### src/design/sbl_pkg.sv
// Package for the six-bit label decoder: item, result and job types,
// code constants and the symbol shift table. No dependencies.
package sbl_pkg;

    localparam logic [5:0] CODE_TERM  = 6'h3F;
    localparam logic [5:0] CODE_SHIFT = 6'h1C;
    localparam logic [5:0] CODE_ZLAST = 6'h1A;
    localparam logic [5:0] CODE_D0    = 6'h20;
    localparam logic [5:0] CODE_D9    = 6'h29;
    localparam logic [5:0] SYM_COUNT  = 6'd17;
    localparam logic [6:0] ASCII_SPACE = 7'h20;
    localparam int         JOB_SLOTS  = 5;
    localparam int         MARK_SLOT  = 4;

    typedef struct packed {
        logic [7:0] data_byte;
        logic       start_label;
        logic       data_end;
    } t_item;

    typedef struct packed {
        logic [6:0] char_code;
        logic       is_char;
        logic       last;
    } t_result;

    // slots 0..3 carry characters in order, slot 4 the end-of-label marker
    typedef struct packed {
        logic [JOB_SLOTS-1:0]      vld;
        logic [JOB_SLOTS-2:0][6:0] chr;
    } t_job;

    function automatic logic [6:0] f_symbol(input logic [5:0] code);
        logic [6:0] ch;
        case (code)
            6'd0:    ch = 7'h20;
            6'd1:    ch = 7'h40;
            6'd2:    ch = 7'h21;
            6'd3:    ch = 7'h22;
            6'd4:    ch = 7'h23;
            6'd5:    ch = 7'h24;
            6'd6:    ch = 7'h25;
            6'd7:    ch = 7'h26;
            6'd8:    ch = 7'h27;
            6'd9:    ch = 7'h28;
            6'd10:   ch = 7'h29;
            6'd11:   ch = 7'h2A;
            6'd12:   ch = 7'h2B;
            6'd13:   ch = 7'h2C;
            6'd14:   ch = 7'h2D;
            6'd15:   ch = 7'h2E;
            6'd16:   ch = 7'h2F;
            default: ch = 7'h00;
        endcase
        return ch;
    endfunction

endpackage

### src/design/sbl_front.sv
// Front end: takes bytes, assembles 24-bit groups, tracks shift and end
// state and turns each byte into one job of up to five results. Uses sbl_pkg.
module sbl_front
    import sbl_pkg::*;
(
    input  logic  i_clk,
    input  logic  i_rst_n,
    input  logic  i_push,
    input  t_item i_item,
    input  logic  i_q_full,
    output logic  o_full,
    output logic  o_q_wr,
    output t_job  o_q_job
);

    logic [15:0] r_held, n_held;
    logic [1:0]  r_pos, n_pos;
    logic        r_shift, n_shift;
    logic        r_done, n_done;
    t_job        job;
    logic        accept;

    assign o_full = i_q_full;
    assign accept = i_push && !i_q_full;

    always_comb begin
        logic [15:0] held;
        logic [1:0]  pos;
        logic        sh;
        logic        stop;
        logic [23:0] grp;
        logic [5:0]  code;
        logic [2:0]  nch;

        held = i_item.start_label ? 16'h0000 : r_held;
        pos  = i_item.start_label ? 2'd0 : r_pos;
        sh   = i_item.start_label ? 1'b0 : r_shift;
        stop = 1'b0;
        nch  = 3'd0;
        grp  = {i_item.data_byte, held};
        code = 6'd0;
        job  = '0;
        n_held  = held;
        n_pos   = pos;
        n_shift = sh;
        n_done  = i_item.start_label ? 1'b0 : r_done;

        if (!n_done) begin
            case (pos)
                2'd0: begin
                    n_held = {held[15:8], i_item.data_byte};
                    n_pos  = 2'd1;
                end
                2'd1: begin
                    n_held = {i_item.data_byte, held[7:0]};
                    n_pos  = 2'd2;
                end
                default: begin
                    n_pos = 2'd0;
                    for (int i = 0; i < 4; i++) begin
                        code = grp[i*6 +: 6];
                        if (!stop) begin
                            if (code == CODE_TERM) begin
                                stop = 1'b1;
                                job.vld[MARK_SLOT] = 1'b1;
                            end else if (code == CODE_SHIFT) begin
                                sh = ~sh;
                            end else if (sh) begin
                                if (code < SYM_COUNT) begin
                                    job.vld[nch[1:0]] = 1'b1;
                                    job.chr[nch[1:0]] = f_symbol(code);
                                    nch = nch + 3'd1;
                                end
                            end else if (code == 6'd0) begin
                                job.vld[nch[1:0]] = 1'b1;
                                job.chr[nch[1:0]] = ASCII_SPACE;
                                nch = nch + 3'd1;
                            end else if (code <= CODE_ZLAST) begin
                                job.vld[nch[1:0]] = 1'b1;
                                job.chr[nch[1:0]] = {1'b0, code} + 7'd64;
                                nch = nch + 3'd1;
                            end else if (code >= CODE_D0 && code <= CODE_D9) begin
                                job.vld[nch[1:0]] = 1'b1;
                                job.chr[nch[1:0]] = {1'b0, code} + 7'd16;
                                nch = nch + 3'd1;
                            end
                        end
                    end
                    n_shift = sh;
                end
            endcase
            if (i_item.data_end)
                job.vld[MARK_SLOT] = 1'b1;
            if (job.vld[MARK_SLOT]) begin
                n_done = 1'b1;
                n_held = 16'h0000;
                n_pos  = 2'd0;
            end
        end
    end

    always_ff @(posedge i_clk) begin
        if (!i_rst_n) begin
            r_held  <= '0;
            r_pos   <= '0;
            r_shift <= 1'b0;
            r_done  <= 1'b0;
        end else if (accept) begin
            r_held  <= n_held;
            r_pos   <= n_pos;
            r_shift <= n_shift;
            r_done  <= n_done;
        end
    end

    assign o_q_wr  = accept && (|job.vld);
    assign o_q_job = job;

endmodule

### src/design/sbl_fifo.sv
// Job queue between front and back end. Uses sbl_pkg for the job type.
module sbl_fifo
    import sbl_pkg::*;
#(
    parameter int DEPTH = 4
) (
    input  logic i_clk,
    input  logic i_rst_n,
    input  logic i_wr,
    input  t_job i_job,
    input  logic i_rd,
    output t_job o_job,
    output logic o_full,
    output logic o_empty
);

    localparam int AW = (DEPTH > 1) ? $clog2(DEPTH) : 1;
    localparam int CW = $clog2(DEPTH + 1);
    localparam logic [AW-1:0] LAST_IDX = AW'(DEPTH - 1);
    localparam logic [CW-1:0] FULL_CNT = CW'(DEPTH);

    t_job          r_mem [DEPTH];
    logic [AW-1:0] r_wp, r_rp;
    logic [CW-1:0] r_cnt;
    logic          wr, rd;

    assign o_full  = (r_cnt == FULL_CNT);
    assign o_empty = (r_cnt == '0);
    assign wr      = i_wr && !o_full;
    assign rd      = i_rd && !o_empty;
    assign o_job   = r_mem[r_rp];

    always_ff @(posedge i_clk) begin
        if (wr)
            r_mem[r_wp] <= i_job;
    end

    always_ff @(posedge i_clk) begin
        if (!i_rst_n) begin
            r_wp  <= '0;
            r_rp  <= '0;
            r_cnt <= '0;
        end else begin
            if (wr)
                r_wp <= (r_wp == LAST_IDX) ? '0 : r_wp + 1'b1;
            if (rd)
                r_rp <= (r_rp == LAST_IDX) ? '0 : r_rp + 1'b1;
            if (wr && !rd)
                r_cnt <= r_cnt + 1'b1;
            else if (rd && !wr)
                r_cnt <= r_cnt - 1'b1;
        end
    end

endmodule

### src/design/sbl_back.sv
// Back end: holds one job and hands out its results one per pop, oldest
// first, flagging the final one. Uses sbl_pkg.
module sbl_back
    import sbl_pkg::*;
(
    input  logic    i_clk,
    input  logic    i_rst_n,
    input  t_job    i_q_job,
    input  logic    i_q_empty,
    output logic    o_q_rd,
    input  logic    i_pop,
    output logic    o_empty,
    output t_result o_result
);

    logic [JOB_SLOTS-1:0]      r_vld, n_vld;
    logic [JOB_SLOTS-2:0][6:0] r_chr, n_chr;
    logic [JOB_SLOTS-1:0]      rem;
    logic                      last;
    logic                      take;

    assign rem     = r_vld & (r_vld - 1'b1);
    assign last    = (rem == '0);
    assign o_empty = (r_vld == '0);
    assign take    = i_pop && !o_empty;

    always_comb begin
        o_result = '0;
        o_result.last = last;
        if (r_vld[MARK_SLOT]) begin
            o_result.char_code = 7'd0;
            o_result.is_char   = 1'b0;
        end
        for (int i = MARK_SLOT - 1; i >= 0; i--) begin
            if (r_vld[i]) begin
                o_result.char_code = r_chr[i];
                o_result.is_char   = 1'b1;
            end
        end
    end

    always_comb begin
        n_vld  = r_vld;
        n_chr  = r_chr;
        o_q_rd = 1'b0;
        if (o_empty || (take && last)) begin
            if (!i_q_empty) begin
                n_vld  = i_q_job.vld;
                n_chr  = i_q_job.chr;
                o_q_rd = 1'b1;
            end else begin
                n_vld = '0;
            end
        end else if (take) begin
            n_vld = rem;
        end
    end

    always_ff @(posedge i_clk) begin
        if (!i_rst_n)
            r_vld <= '0;
        else
            r_vld <= n_vld;
    end

    always_ff @(posedge i_clk) begin
        r_chr <= n_chr;
    end

endmodule

### src/design/six_bit_label_decoder.sv
// Top level of the six-bit packed label decoder.
// Connects sbl_front, sbl_fifo and sbl_back; uses sbl_pkg.
//
//   channel | direction | handshake         | payload
//   --------+-----------+-------------------+------------------------------
//   input   | in        | push / full       | i_item  (data_byte, start, end)
//   result  | out       | empty / pop       | o_result (char_code, is_char, last)
//
// One byte is taken per cycle while the job queue has room; each byte's
// results leave one per cycle while pop is held, so throughput is set by the result side:
// a byte with no results queues no job, and a byte that ends a group gives up to five.
// A taken byte's results pass through the job queue and then the back end's job
// register before they show on the result ports.
// Reset is synchronous; it clears group, shift and end state and empties the queue.
module six_bit_label_decoder
    import sbl_pkg::*;
#(
    parameter int QUEUE_DEPTH = 4
) (
    input  logic    i_clk,
    input  logic    i_rst_n,
    input  logic    push,
    output logic    full,
    input  t_item   i_item,
    output logic    empty,
    input  logic    pop,
    output t_result o_result
);

    logic q_wr, q_rd, q_full, q_empty;
    t_job q_in, q_out;

    sbl_front u_front (
        .i_clk   (i_clk),
        .i_rst_n (i_rst_n),
        .i_push  (push),
        .i_item  (i_item),
        .i_q_full(q_full),
        .o_full  (full),
        .o_q_wr  (q_wr),
        .o_q_job (q_in)
    );

    sbl_fifo #(
        .DEPTH(QUEUE_DEPTH)
    ) u_fifo (
        .i_clk  (i_clk),
        .i_rst_n(i_rst_n),
        .i_wr   (q_wr),
        .i_job  (q_in),
        .i_rd   (q_rd),
        .o_job  (q_out),
        .o_full (q_full),
        .o_empty(q_empty)
    );

    sbl_back u_back (
        .i_clk    (i_clk),
        .i_rst_n  (i_rst_n),
        .i_q_job  (q_out),
        .i_q_empty(q_empty),
        .o_q_rd   (q_rd),
        .i_pop    (pop),
        .o_empty  (empty),
        .o_result (o_result)
    );

endmodule
### config.mk
export PLATFORM = sky130hd
export DESIGN_NAME = six_bit_label_decoder
export DESIGN_NICKNAME = d
export VERILOG_FILES = /design/src/design/sbl_pkg.sv /design/src/design/sbl_front.sv /design/src/design/sbl_fifo.sv /design/src/design/sbl_back.sv /design/src/design/six_bit_label_decoder.sv
export SDC_FILE = /design/constraint.sdc
export NUM_CORES = 1
export LEC_CHECK = 0
export BUFFER_PORTS_ARGS = -buffer_cell sky130_fd_sc_hd__buf_2
export CORE_ASPECT_RATIO = 2
export CORE_UTILIZATION = 40
export DETAILED_ROUTE_END_ITERATION = 12
export PLACE_DENSITY = 0.51
export SLEW_MARGIN = 15
export SYNTH_ARGS = -nofsm -noshare
export SYNTH_HDL_FRONTEND = slang
export SYNTH_HIERARCHICAL = 1
export SYNTH_SLANG_ARGS = --single-unit
### constraint.sdc
create_clock -name i_clk -period 8.95 [get_ports i_clk]
set_clock_uncertainty 0.05 [all_clocks]
set_input_delay 0.895 -clock i_clk [delete_from_list [all_inputs] [get_ports i_clk]]
set_output_delay 0.895 -clock i_clk [all_outputs]
set_load 0.005 [all_outputs]
Word-level counts from Yosys, hierarchy flattened
Memories as Yosys holds them, arrays and structs flattened. A register that Yosys moved wholly into a read port is not among the register bits.
Index checks and enable logic that the tools add are counted.
{ "totals": {"ff_bits": 60, "mem_bits_rw": 132, "rom_bits": 768, "in_bits": 14, "out_inout_bits": 11, "word_cells": 311, "n_memories": 5} }
{ "classes": {"addsub": 15, "order_cmp": 25, "eq_ne": 12, "muxes": 187, "n_bitwise": 18, "n_reduce_logical": 37} }
{ "memory_table": {"columns": ["name", "depth", "width", "read_ports", "rd_ports_with_merged_regs", "write_ports", "line_no", "text"], "rows": [
  ["(no name shown)", 32, 6, 1, 0, 0, "sbl_pkg.sv:35", "case (code)"],
  ["(no name shown)", 32, 6, 1, 0, 0, "sbl_pkg.sv:35", null],
  ["(no name shown)", 32, 6, 1, 0, 0, "sbl_pkg.sv:35", null],
  ["(no name shown)", 32, 6, 1, 0, 0, "sbl_pkg.sv:35", null],
  ["u_fifo.r_mem", 4, 33, 1, 1, 1, "sbl_fifo.sv:22", "t_job r_mem [DEPTH];"]
]} }
{ "op_table": {"columns": ["op", "count"], "rows": [
  ["33-bit two-way mux", 27],
  ["7-bit two-way mux", 37],
  ["28-bit bitwise mux", 9],
  ["32-bit two-way mux", 3],
  ["24-bit inverter", 3],
  ["2-bit two-way mux", 33],
  ["1-bit two-way mux", 58],
  ["24-bit bitwise AND", 2],
  ["16-bit two-way mux", 3],
  ["7-bit demux with 2-bit select", 3],
  ["8-bit two-way mux", 4],
  ["16-bit case mux with 2 select lines", 1],
  ["6-bit by 5-bit adder with 7-bit output (second input constant)", 4],
  ["6-bit by 7-bit adder with 7-bit output (second input constant)", 4],
  ["6-bit by 24-bit bitwise AND with 24-bit output", 1],
  ["6-bit by 5-bit == test with 1-bit output (second input constant)", 4],
  ["6-bit == test (second input constant)", 4],
  ["6-bit greater-or-equal comparator (second input constant)", 4],
  ["6-bit by 5-bit <= comparator with 1-bit output (second input constant)", 4],
  ["6-bit <= comparator (second input constant)", 4],
  ["6-bit zero test", 4],
  ["6-bit by 5-bit less-than comparator with 1-bit output (second input constant)", 4],
  ["1-bit logical AND", 18],
  ["5-bit two-way mux", 3],
  ["27 further kinds", 53]
]} }

Longest topological paths before layout
Gate-level depths: netlist of run 1.
{ "logic_depth": {"word_depth": 54, "ltp_mapped": 30, "depth_no_buf": 26} }

Cells and area by module
Netlist of run 1, hierarchy kept.
{ "by_module_without_submodules": {"columns": ["module", "n_inst", "cells_per_inst", "area_each_um2", "seq_area_each_um2"], "rows": [
  ["sbl_fifo", 1, 224, 5288.8, 4144.0],
  ["sbl_front", 1, 720, 4586.9, 400.4],
  ["sbl_back", 1, 98, 1385.1, 940.9]
]} }

Worst setup path before layout of run 1
Ideal clock, no wire load.
{ "synth_path": {"path_kind": "input port to flip-flop", "start": "in i_item[1] in the netlist's numbering", "end": "reg u_fifo.r_cnt[2]", "setup_ns": 0.076, "arrival_ns": 6.036, "required_time_ns": 8.824, "setup_slack_ns": 2.789, "path_stages": 25, "n_path_buf": 4, "path_cell_list": "buf_2 > inv_1 > clkbuf_1 > nand2_1 > inv_1 > ha_1 > nand2_1 > nor3b_2 > o21a_1 > a2111oi_2 > a221oi_4 > xnor2_1 > a221oi_1 > buf_4 > o2111ai_2 > a31oi_1 > o21a_1 > nor2b_1 > buf_2 > ha_1 > inv_1 > fa_1 > xor2_1 > or3_1 > a21boi_0"} }
{ "synth_between": {"elab_chain_cells": 51, "word_cells_on_any_way": 160, "cone_classes": "add/sub: 2; order compare: 18; eq/ne: 7; mux: 109; bitwise: 6; reduce/logical: 18"} }
{ "synth_lines": {"columns": ["item", "line_no", "text"], "rows": [
  ["start: declaration", "six_bit_label_decoder.sv:24", "input t_item i_item,"],
  ["16-bit two-way mux", "sbl_front.sv:35", "held = i_item.start_label ? 16'h0000 : r_held;"],
  ["6-bit greater-or-equal comparator / 6-bit <= comparator (equally long branches)", "sbl_front.sv:82", "end else if (code >= CODE_D0 && code <= CODE_D9) begin"],
  ["1-bit logical AND", "sbl_front.sv:82", null],
  ["1-bit two-way mux", "sbl_front.sv:82", null],
  ["1-bit two-way mux", "sbl_front.sv:78", "end else if (code <= CODE_ZLAST) begin"],
  ["2-bit two-way mux", "sbl_front.sv:74", "end else if (code == 6'd0) begin"],
  ["2-bit two-way mux", "sbl_front.sv:68", "end else if (sh) begin"],
  ["2-bit two-way mux", "sbl_front.sv:66", "end else if (code == CODE_SHIFT) begin"],
  ["(+37 left out)", null, null],
  ["5-bit OR reduction *", "sbl_front.sv:116", "assign o_q_wr = accept && (|job.vld);"],
  ["1-bit logical AND *", "sbl_front.sv:116", null],
  ["named net q_wr", "six_bit_label_decoder.sv:30", "logic q_wr, q_rd, q_full, q_empty;"],
  ["1-bit logical AND *", "sbl_fifo.sv:29", "assign wr = i_wr && !o_full;"],
  ["named net u_fifo.wr", "sbl_fifo.sv:25", "logic wr, rd;"],
  ["1-bit zero test", "sbl_fifo.sv:50", "else if (rd && !wr)"],
  ["1-bit logical AND", "sbl_fifo.sv:50", null],
  ["2-bit nonzero test (no source line)", null, null],
  ["end signal: assignment", "sbl_fifo.sv:49", "r_cnt <= r_cnt + 1'b1;"],
  ["end signal: assignment", "sbl_fifo.sv:51", "r_cnt <= r_cnt - 1'b1;"],
  ["end: declaration", "sbl_fifo.sv:24", "logic [CW-1:0] r_cnt;"]
]} }
The timed path passes the listed nets; every way through them passes the cells marked *. The select of a mux whose other input is x is not followed.
A chain may end at the register's enable or synchronous reset.

Worst setup path after layout of run 1
{ "layout_path": {"start": "in i_item[1] in the netlist's numbering", "end": "reg u_fifo.r_cnt[2]"} }
{ "layout_between": {"elab_chain_cells": 51, "word_cells_on_any_way": 160, "cone_classes": "add/sub: 2; order compare: 18; eq/ne: 7; mux: 109; bitwise: 6; reduce/logical: 18"} }
{ "layout_lines": {"columns": ["item", "line_no", "text"], "rows": [
  ["16-bit two-way mux", "sbl_front.sv:35", null],
  ["6-bit greater-or-equal comparator / 6-bit <= comparator (equally long branches)", "sbl_front.sv:82", null],
  ["1-bit logical AND", "sbl_front.sv:82", null],
  ["1-bit two-way mux", "sbl_front.sv:82", null],
  ["1-bit two-way mux", "sbl_front.sv:78", null],
  ["2-bit two-way mux", "sbl_front.sv:74", null],
  ["2-bit two-way mux", "sbl_front.sv:68", null],
  ["2-bit two-way mux", "sbl_front.sv:66", null],
  ["(+36 left out)", null, null],
  ["33-bit two-way mux *", "sbl_front.sv:48", "if (!n_done) begin"],
  ["5-bit OR reduction *", "sbl_front.sv:116", null],
  ["1-bit logical AND *", "sbl_front.sv:116", null],
  ["named net q_wr", "six_bit_label_decoder.sv:30", null],
  ["1-bit logical AND *", "sbl_fifo.sv:29", null],
  ["1-bit zero test", "sbl_fifo.sv:50", null],
  ["1-bit logical AND", "sbl_fifo.sv:50", null],
  ["2-bit nonzero test (no source line)", null, null]
]} }
Marked as above.

==> metrics, run 1 <==
status finished, final reports clean; number of hold-repair buffers added at the cts stage 0; asr flop ratio synth 0%; flop and latch count out of synthesis 194; effective utilization at floorplan 40.7%; TritonCTS clock tree built; met3 usage 3.67%; Overflow after GRT 0; final WL 34,700 um; I/O Buffers 24; number of standard cells after synthesis 1,042; Final Wtd Congestion 0.980; Rows 86; share of the yosys chip area belonging to registers 48.7%; first-pass GRT wire length 52,100 um; overall power of the completed layout 0.00253 W; clock edge transition at the registers on the reported setup and hold paths 0.07 ns; CP startpoint kind input port; sum of buffers and inverters on the critical path 4; P&R area growth vs syn 8.54%; fraction of met1 tracks used by global routing 22.5%; average wire per standard cell 24.4 um; Max transition margin 22.9%; static leakage 4.07 nW; average footprint of a synthesized cell 10.8 um^2; maximum vdd drop 0.134 mV; Pins Over Slew Limit 0; PwrDens 207 nW/um^2; diode insertion count for antenna repair 0; cell family contributing the most delay on the critical path simple AND/OR/NAND/NOR gates; top flip-flop cell by instance count after synthesis edfxtp_1; number of enable-type register cells in the synthesized netlist 160; worst-margin pin slew 1.13 ns; area share of the largest cell type after synthesis 42.7%; residual antenna-violating net count after detailed routing 0; slowest cell delay on critical path 0.91 ns; die span in y 239 um; CORE AREA 27,700 um^2; max frequency 0.148 GHz; placed wire-length estimate 26,800 um; Clock Latency Late Sink 0.45 ns; final worst path period share 75.4%; signal arrival time at the worst endpoint 7.08 ns; count of cell types in the netlist 88; H-tree levels 4; largest net degree at the start of global routing 41; via-per-instance ratio 6.07; Die ar. 28,900 um^2; HP Class flop to flop; width of the die 121 um; total of cells resized after clock tree synthesis 0; Clock Tree Buf Depth 2; largest driver fanout on the critical path 14; crit path max-delay cell type xnor2_1; cell area after synthesis 11,300 um^2; most frequent standard cell in the layout excluding fill and tap cells edfxtp_1; worst endpoint required time 9.28 ns; RSZ-0062 raised after global routing false; Yosys warnings 6; number of nets produced by synthesis 1,102; share of post-route cells with drive strength above 1 12.5%; GR Util met2 47.5%; sinks on the clock net 194; antenna violations before repair 0; number of design-rule violations left by the first detailed-router iteration 566; post-CTS setup buffer count 0; busiest layer in global routing met2; root cell of the clock tree clkbuf_16; I/O pin count 25; dominant cells by area after synthesis edfxtp_1, dfxtp_1, mux4_2; number of iterations in the first detailed-routing pass 5; largest area contributor in the synthesized netlist edfxtp_1; overall routing resource usage 25.1%; total negative slack 0 ns; post-route minimum period 6.75 ns; vias in the first global route 8,735; Num CTS Buffers 17; Final #Nets 1,114; Crit. End Element flop; # setup viols final 0; cells along the critical path buf_2 -> nand2b_1 -> inv_1 -> ha_1 -> nand2_1 -> nor3b_2 -> nand2_1 -> a211o_1 -> xnor2_1 -> mux2i_1 -> buf_4 -> and2_1 -> o2111ai_2 -> a31oi_1 -> o21a_1 -> nor2b_1 -> ha_1 -> inv_1 -> fa_1 -> xor2_1 -> or3_1 -> a21boi_0; Final Hold Fails 0; DRC Markers 0; number of violations of the max-capacitance limit 0; start-to-end type of the worst setup path input port to flop; via total after detailed routing 8,620; top library cells by usage in the layout, fill and taps aside edfxtp_1, nand2_1, nor2_1
==> metal layers <==
metal	wire [um]	vias to the layer above
met1	11400	4236
li1	-	4009
met4	3220	0
met3	1020	127
met5	0	-
met2	19000	248
==> sequential cells by signal, indices dropped and copies added (netlist names), named ones only <==
signal,count
u_back/r_chr,28
u_back/r_vld,5
u_fifo/r_cnt,3
u_fifo/r_mem,132
u_fifo/r_rp,2
u_fifo/r_wp,2
u_front/r_done,1
u_front/r_held,16
u_front/r_pos,2
u_front/r_shift,1
==> worst min-delay path, delay by kind of cell (launching register included) <==
kind / cells / cell delay, ns
flops: 1 / 0.34
simple gates: 1 / 0.06
mux: 1 / 0.06
==> report_power, final <==
part / switching (W) / total (W) / internal (W)
registers: 0.0000830 / 0.00122 / 0.00114
logic: 0.000351 / 0.000598 / 0.000247
clock network: 0.000348 / 0.000707 / 0.000360
==> cell usage after synthesis, types with 4 or more instances <==
cell type  instances
edfxtp_1         160
nand2_1          101
nor2_1            95
a21oi_1           54
o21ai_0           54
ha_1              45
inv_1             40
dfxtp_1           34
nand3_1           34
nor2b_1           33
clkbuf_1          30
mux4_2            30
nor3_1            28
a22oi_1           18
o22ai_1           16
o31ai_1           16
a31oi_1           15
and2_1            13
nand2b_1          12
a211oi_1          11
o211ai_1          10
a221oi_1           9
a32oi_1            9
buf_2              9
a21o_1             8
mux2i_1            8
o21a_1             8
and3_1             7
or3_1              7
xnor2_1            7
a2bb2oi_1          5
nand4_1            5
o22a_1             5
or2_2              5
buf_4              4
nor4_1             4
o21bai_1           4
==> path summary, 6_finish.rpt <==
kind / endpoint / slack, ns / cells after the start / from
worst max-delay path: u_fifo/r_cnt[2] / 2.20 / 22 / i_item[1]
worst min-delay path: u_fifo/r_wp[1] / 0.46 / 2 / u_fifo/r_wp[1]
worst max register to register: u_fifo/r_cnt[2] / 2.25 / 21 / u_front/r_held[10]
worst min register to register: u_fifo/r_wp[1] / 0.46 / 2 / u_fifo/r_wp[1]
==> cell type report <==
type | count | area [um^2]
fill | 2679 | 15400
sequential | 194 | 5490
multi-input combinational | 756 | 5340
tap | 352 | 440
clock buffer | 19 | 433
timing repair buffer | 44 | 270
inverter | 41 | 154
clock inverter | 13 | 103
==> through the flow <==
| step | hold slack (ns) | instance area [um^2] | worst slack (ns) | utilization [%] | instances |
|---|---|---|---|---|---|
| after floorplan | 0.418 | 11300 | 2.79 | - | 1042 |
| after CTS | 0.464 | 12200 | 2.32 | 44.2 | 1419 |
| after detailed placement | 0.454 | 11700 | 1.85 | 42.3 | 1387 |
| after global routing | 0.505 | 12200 | 1.81 | 44.2 | 1419 |
| final | 0.458 | 12200 | 2.20 | 44.2 | 1419 |
| after global placement | 0.458 | 11700 | 2.00 | 42.3 | 1387 |
==> cell families (layout without fill, tap and decap cells) <==
logic type	after synthesis	after routing	synth area share, %
XOR/XNOR	8	8	0.622
buffers and inverters	92	117	3.94
flip-flops	194	194	48.7
AND/OR/NAND/NOR	368	368	16.1
multiplexers	43	43	7.61
AO/OA/AOI/OAI	291	291	17.8
adder cells (fa/ha/maj)	46	46	5.18
No activity file was read; power rests on OpenSTA's default activity.
==> run 2, diff against run 1 <==
--- a/config.mk
+++ b/config.mk
@@ -9,7 +9,7 @@
 export CORE_ASPECT_RATIO = 2
 export CORE_UTILIZATION = 40
 export DETAILED_ROUTE_END_ITERATION = 12
-export PLACE_DENSITY = 0.51
+export PLACE_DENSITY = 0.53
 export SLEW_MARGIN = 15
 export SYNTH_ARGS = -nofsm -noshare
 export SYNTH_HDL_FRONTEND = slang
==> constraint.sdc (replaced) <==
create_clock -name i_clk -period 6.05 [get_ports i_clk]
set_clock_uncertainty 0.05 [all_clocks]
set_input_delay 0.605 -clock i_clk [delete_from_list [all_inputs] [get_ports i_clk]]
set_output_delay 0.605 -clock i_clk [all_outputs]
set_load 0.005 [all_outputs]
==> metrics, run 2 (synthesis results as in run 1) <==
maximum vdd drop 0.170 mV (+26%); RSZ-0062 raised after global routing false; TritonCTS clock tree built; die span in y 239 um (unchanged); largest driver fanout on the critical path 12 (-2); I/O pin count 25 (unchanged); met3 usage 5.12% (+1.5 points); worst endpoint required time 6.37 ns (-2.91 ns); Crit. End Element flop; final worst path period share 92.1%; dpl cells 1,413 (+1.9%); Clock Tree Buf Depth 2 (unchanged); crit path max-delay cell type or4_4; number of fill cells 2,603 (-2.8%); GR Util met2 49.6% (+2.2 points); number of design-rule violations left by the first detailed-router iteration 593 (+4.8%); first-pass GRT wire length 54,100 um (+3.9%); register with the most flip-flops u_fifo/r_mem; Rows 86 (unchanged); Max transition margin 31.7% (+8.9 points); static leakage 4.25 nW (+4.4%); PwrDens 304 nW/um^2 (+47%); number of violations of the max-capacitance limit 0 (unchanged); overall routing resource usage 25.8% (+0.79 points); leading registers by flop count u_fifo/r_mem x132, u_back/r_chr x28, u_front/r_held x16; effective utilization at floorplan 40.7% (unchanged); sinks on the clock net 194 (unchanged); root cell of the clock tree clkbuf_16; post-route minimum period 5.57 ns; fraction of met1 tracks used by global routing 22.9% (+0.40 points); number of flip-flops under the largest register name 132 (unchanged); average wire per standard cell 24.6 um (+0.71%); total negative slack 0 ns (unchanged); post-CTS setup buffer count 0 (unchanged); number of iterations in the first detailed-routing pass 5 (unchanged); slowest cell delay on critical path 0.60 ns (-0.31 ns); cell family contributing the most delay on the critical path simple AND/OR/NAND/NOR gates; vias in the first global route 8,931 (+2.2%); P&R area growth vs syn 11.0%; worst-margin pin slew 1.02 ns (-0.111 ns); Clock Latency Late Sink 0.45 ns (about the same); Final Hold Fails 0 (unchanged); most frequent standard cell in the layout excluding fill and tap cells edfxtp_1; Num CTS Buffers 17 (unchanged); total of cells resized after clock tree synthesis 0 (unchanged); multi-input combinational cell area 5340 um^2 (about the same); fin area 12,500 um^2 (+2.3%); signal arrival time at the worst endpoint 5.89 ns (-1.19 ns); non-filler instance count after layout 1,445 (+1.8%); I/O Buffers 24 (unchanged); diode insertion count for antenna repair 0 (unchanged); antenna violations before repair 0 (unchanged); share of post-route cells with drive strength above 1 14.7% (+2.3 points); final WL 35,600 um (+2.6%); sum of buffers and inverters on the critical path 2 (-2); Final Wtd Congestion 1.00 (+2.4%); width of the die 121 um (unchanged); CP startpoint kind flop; HP Class flop to flop; # setup viols final 0 (unchanged); largest net degree at the start of global routing 41 (unchanged); residual antenna-violating net count after detailed routing 0 (unchanged); clock edge transition at the registers on the reported setup and hold paths 0.07 ns (about the same); Die ar. 28,900 um^2 (unchanged); via total after detailed routing 8,803 (+2.1%); busiest layer in global routing met2; DRC Markers 0 (unchanged); CORE AREA 27,700 um^2 (unchanged); number of hold-repair buffers added at the cts stage 0 (unchanged); via-per-instance ratio 6.09 (+0.29%); status finished, final reports clean; Overflow after GRT 0 (unchanged); Pins Over Slew Limit 0 (unchanged); max frequency 0.179 GHz; cells along the critical path or4_4 -> or2_2 -> o21ai_0 -> nor2_1 -> ha_1 -> o311a_1 -> o21a_1 -> nor2_1 -> nor2_1 -> ha_1 -> nand2_1 -> mux2_2 -> o2111ai_2 -> a31oi_1 -> buf_4 -> o21a_1 -> nor2b_1 -> ha_1 -> inv_1 -> fa_1 -> xor2_1 -> or3_1 -> a21boi_0; Final #Nets 1,140 (+2.3%); H-tree levels 4 (unchanged); top library cells by usage in the layout, fill and taps aside edfxtp_1, nand2_1, nor2_1; storage element area 5490 um^2 (unchanged); placed wire-length estimate 27,200 um (+1.6%); start-to-end type of the worst setup path flop to flop; placed inst area 11,900 um^2 (+2.1%)
run 2: stage by stage:
step           worst slack, ns  utilization (%)  hold WS, ns  power, W
2_1_floorplan            0.179                -        0.418   0.00248
3_3_place_gp             0.396             43.1        0.442   0.00276
3_5_place_dp             0.237             43.1        0.448   0.00276
4_1_cts                  0.521             45.2        0.458   0.00386
5_1_grt                  0.106             45.2        0.491   0.00400
6_report                 0.476             45.2        0.454   0.00380
run 2: cell type report:
| type | instances | share of cell area, % |
|---|---|---|
| repair buffers | 70 | 4.12 |
| multi-input cells | 756 | 42.7 |
| clock buffers | 21 | 3.85 |
| inverters | 41 | 1.23 |
| flip-flops and latches | 194 | 43.9 |
| clock inverters | 11 | 0.691 |
| well taps | 352 | 3.52 |
run 2: routing by layer:
metal | share of wire [%] | wire (um)
met4 | 8.0 | 2850
met5 | 0 | 0
met3 | 3.8 | 1360
met2 | 56 | 20000
met1 | 32 | 11400
run 2: worst paths after layout:
path / from / endpoint / slack [ns] / cells after the start
setup / recovery: u_front/r_held[0] / u_fifo/r_cnt[2] / 0.48 / 23
hold / removal: u_fifo/r_wp[1] / u_fifo/r_wp[1] / 0.45 / 2
setup reg to reg: u_front/r_held[0] / u_fifo/r_cnt[2] / 0.48 / 23
hold reg to reg: u_fifo/r_wp[1] / u_fifo/r_wp[1] / 0.45 / 2
run 2: worst reg2reg max path: cells and delay by family (launching register included):
family          cells  cell delay (ns)
compound gates      7             1.49
xor+xnor            1             0.16
fa+ha+maj           4             1.17
buf+inv             2             0.24
flops               1             0.44
mux                 1             0.18
simple gates        8             1.78
run 2: power by group:
part	leakage, nW	internal [W]	switching [W]
Sequential	1.63	0.00168	0.000116
Combinational	2.34	0.000380	0.000531
Clock	0.280	0.000581	0.000515
Total	4.25	0.00264	0.00116
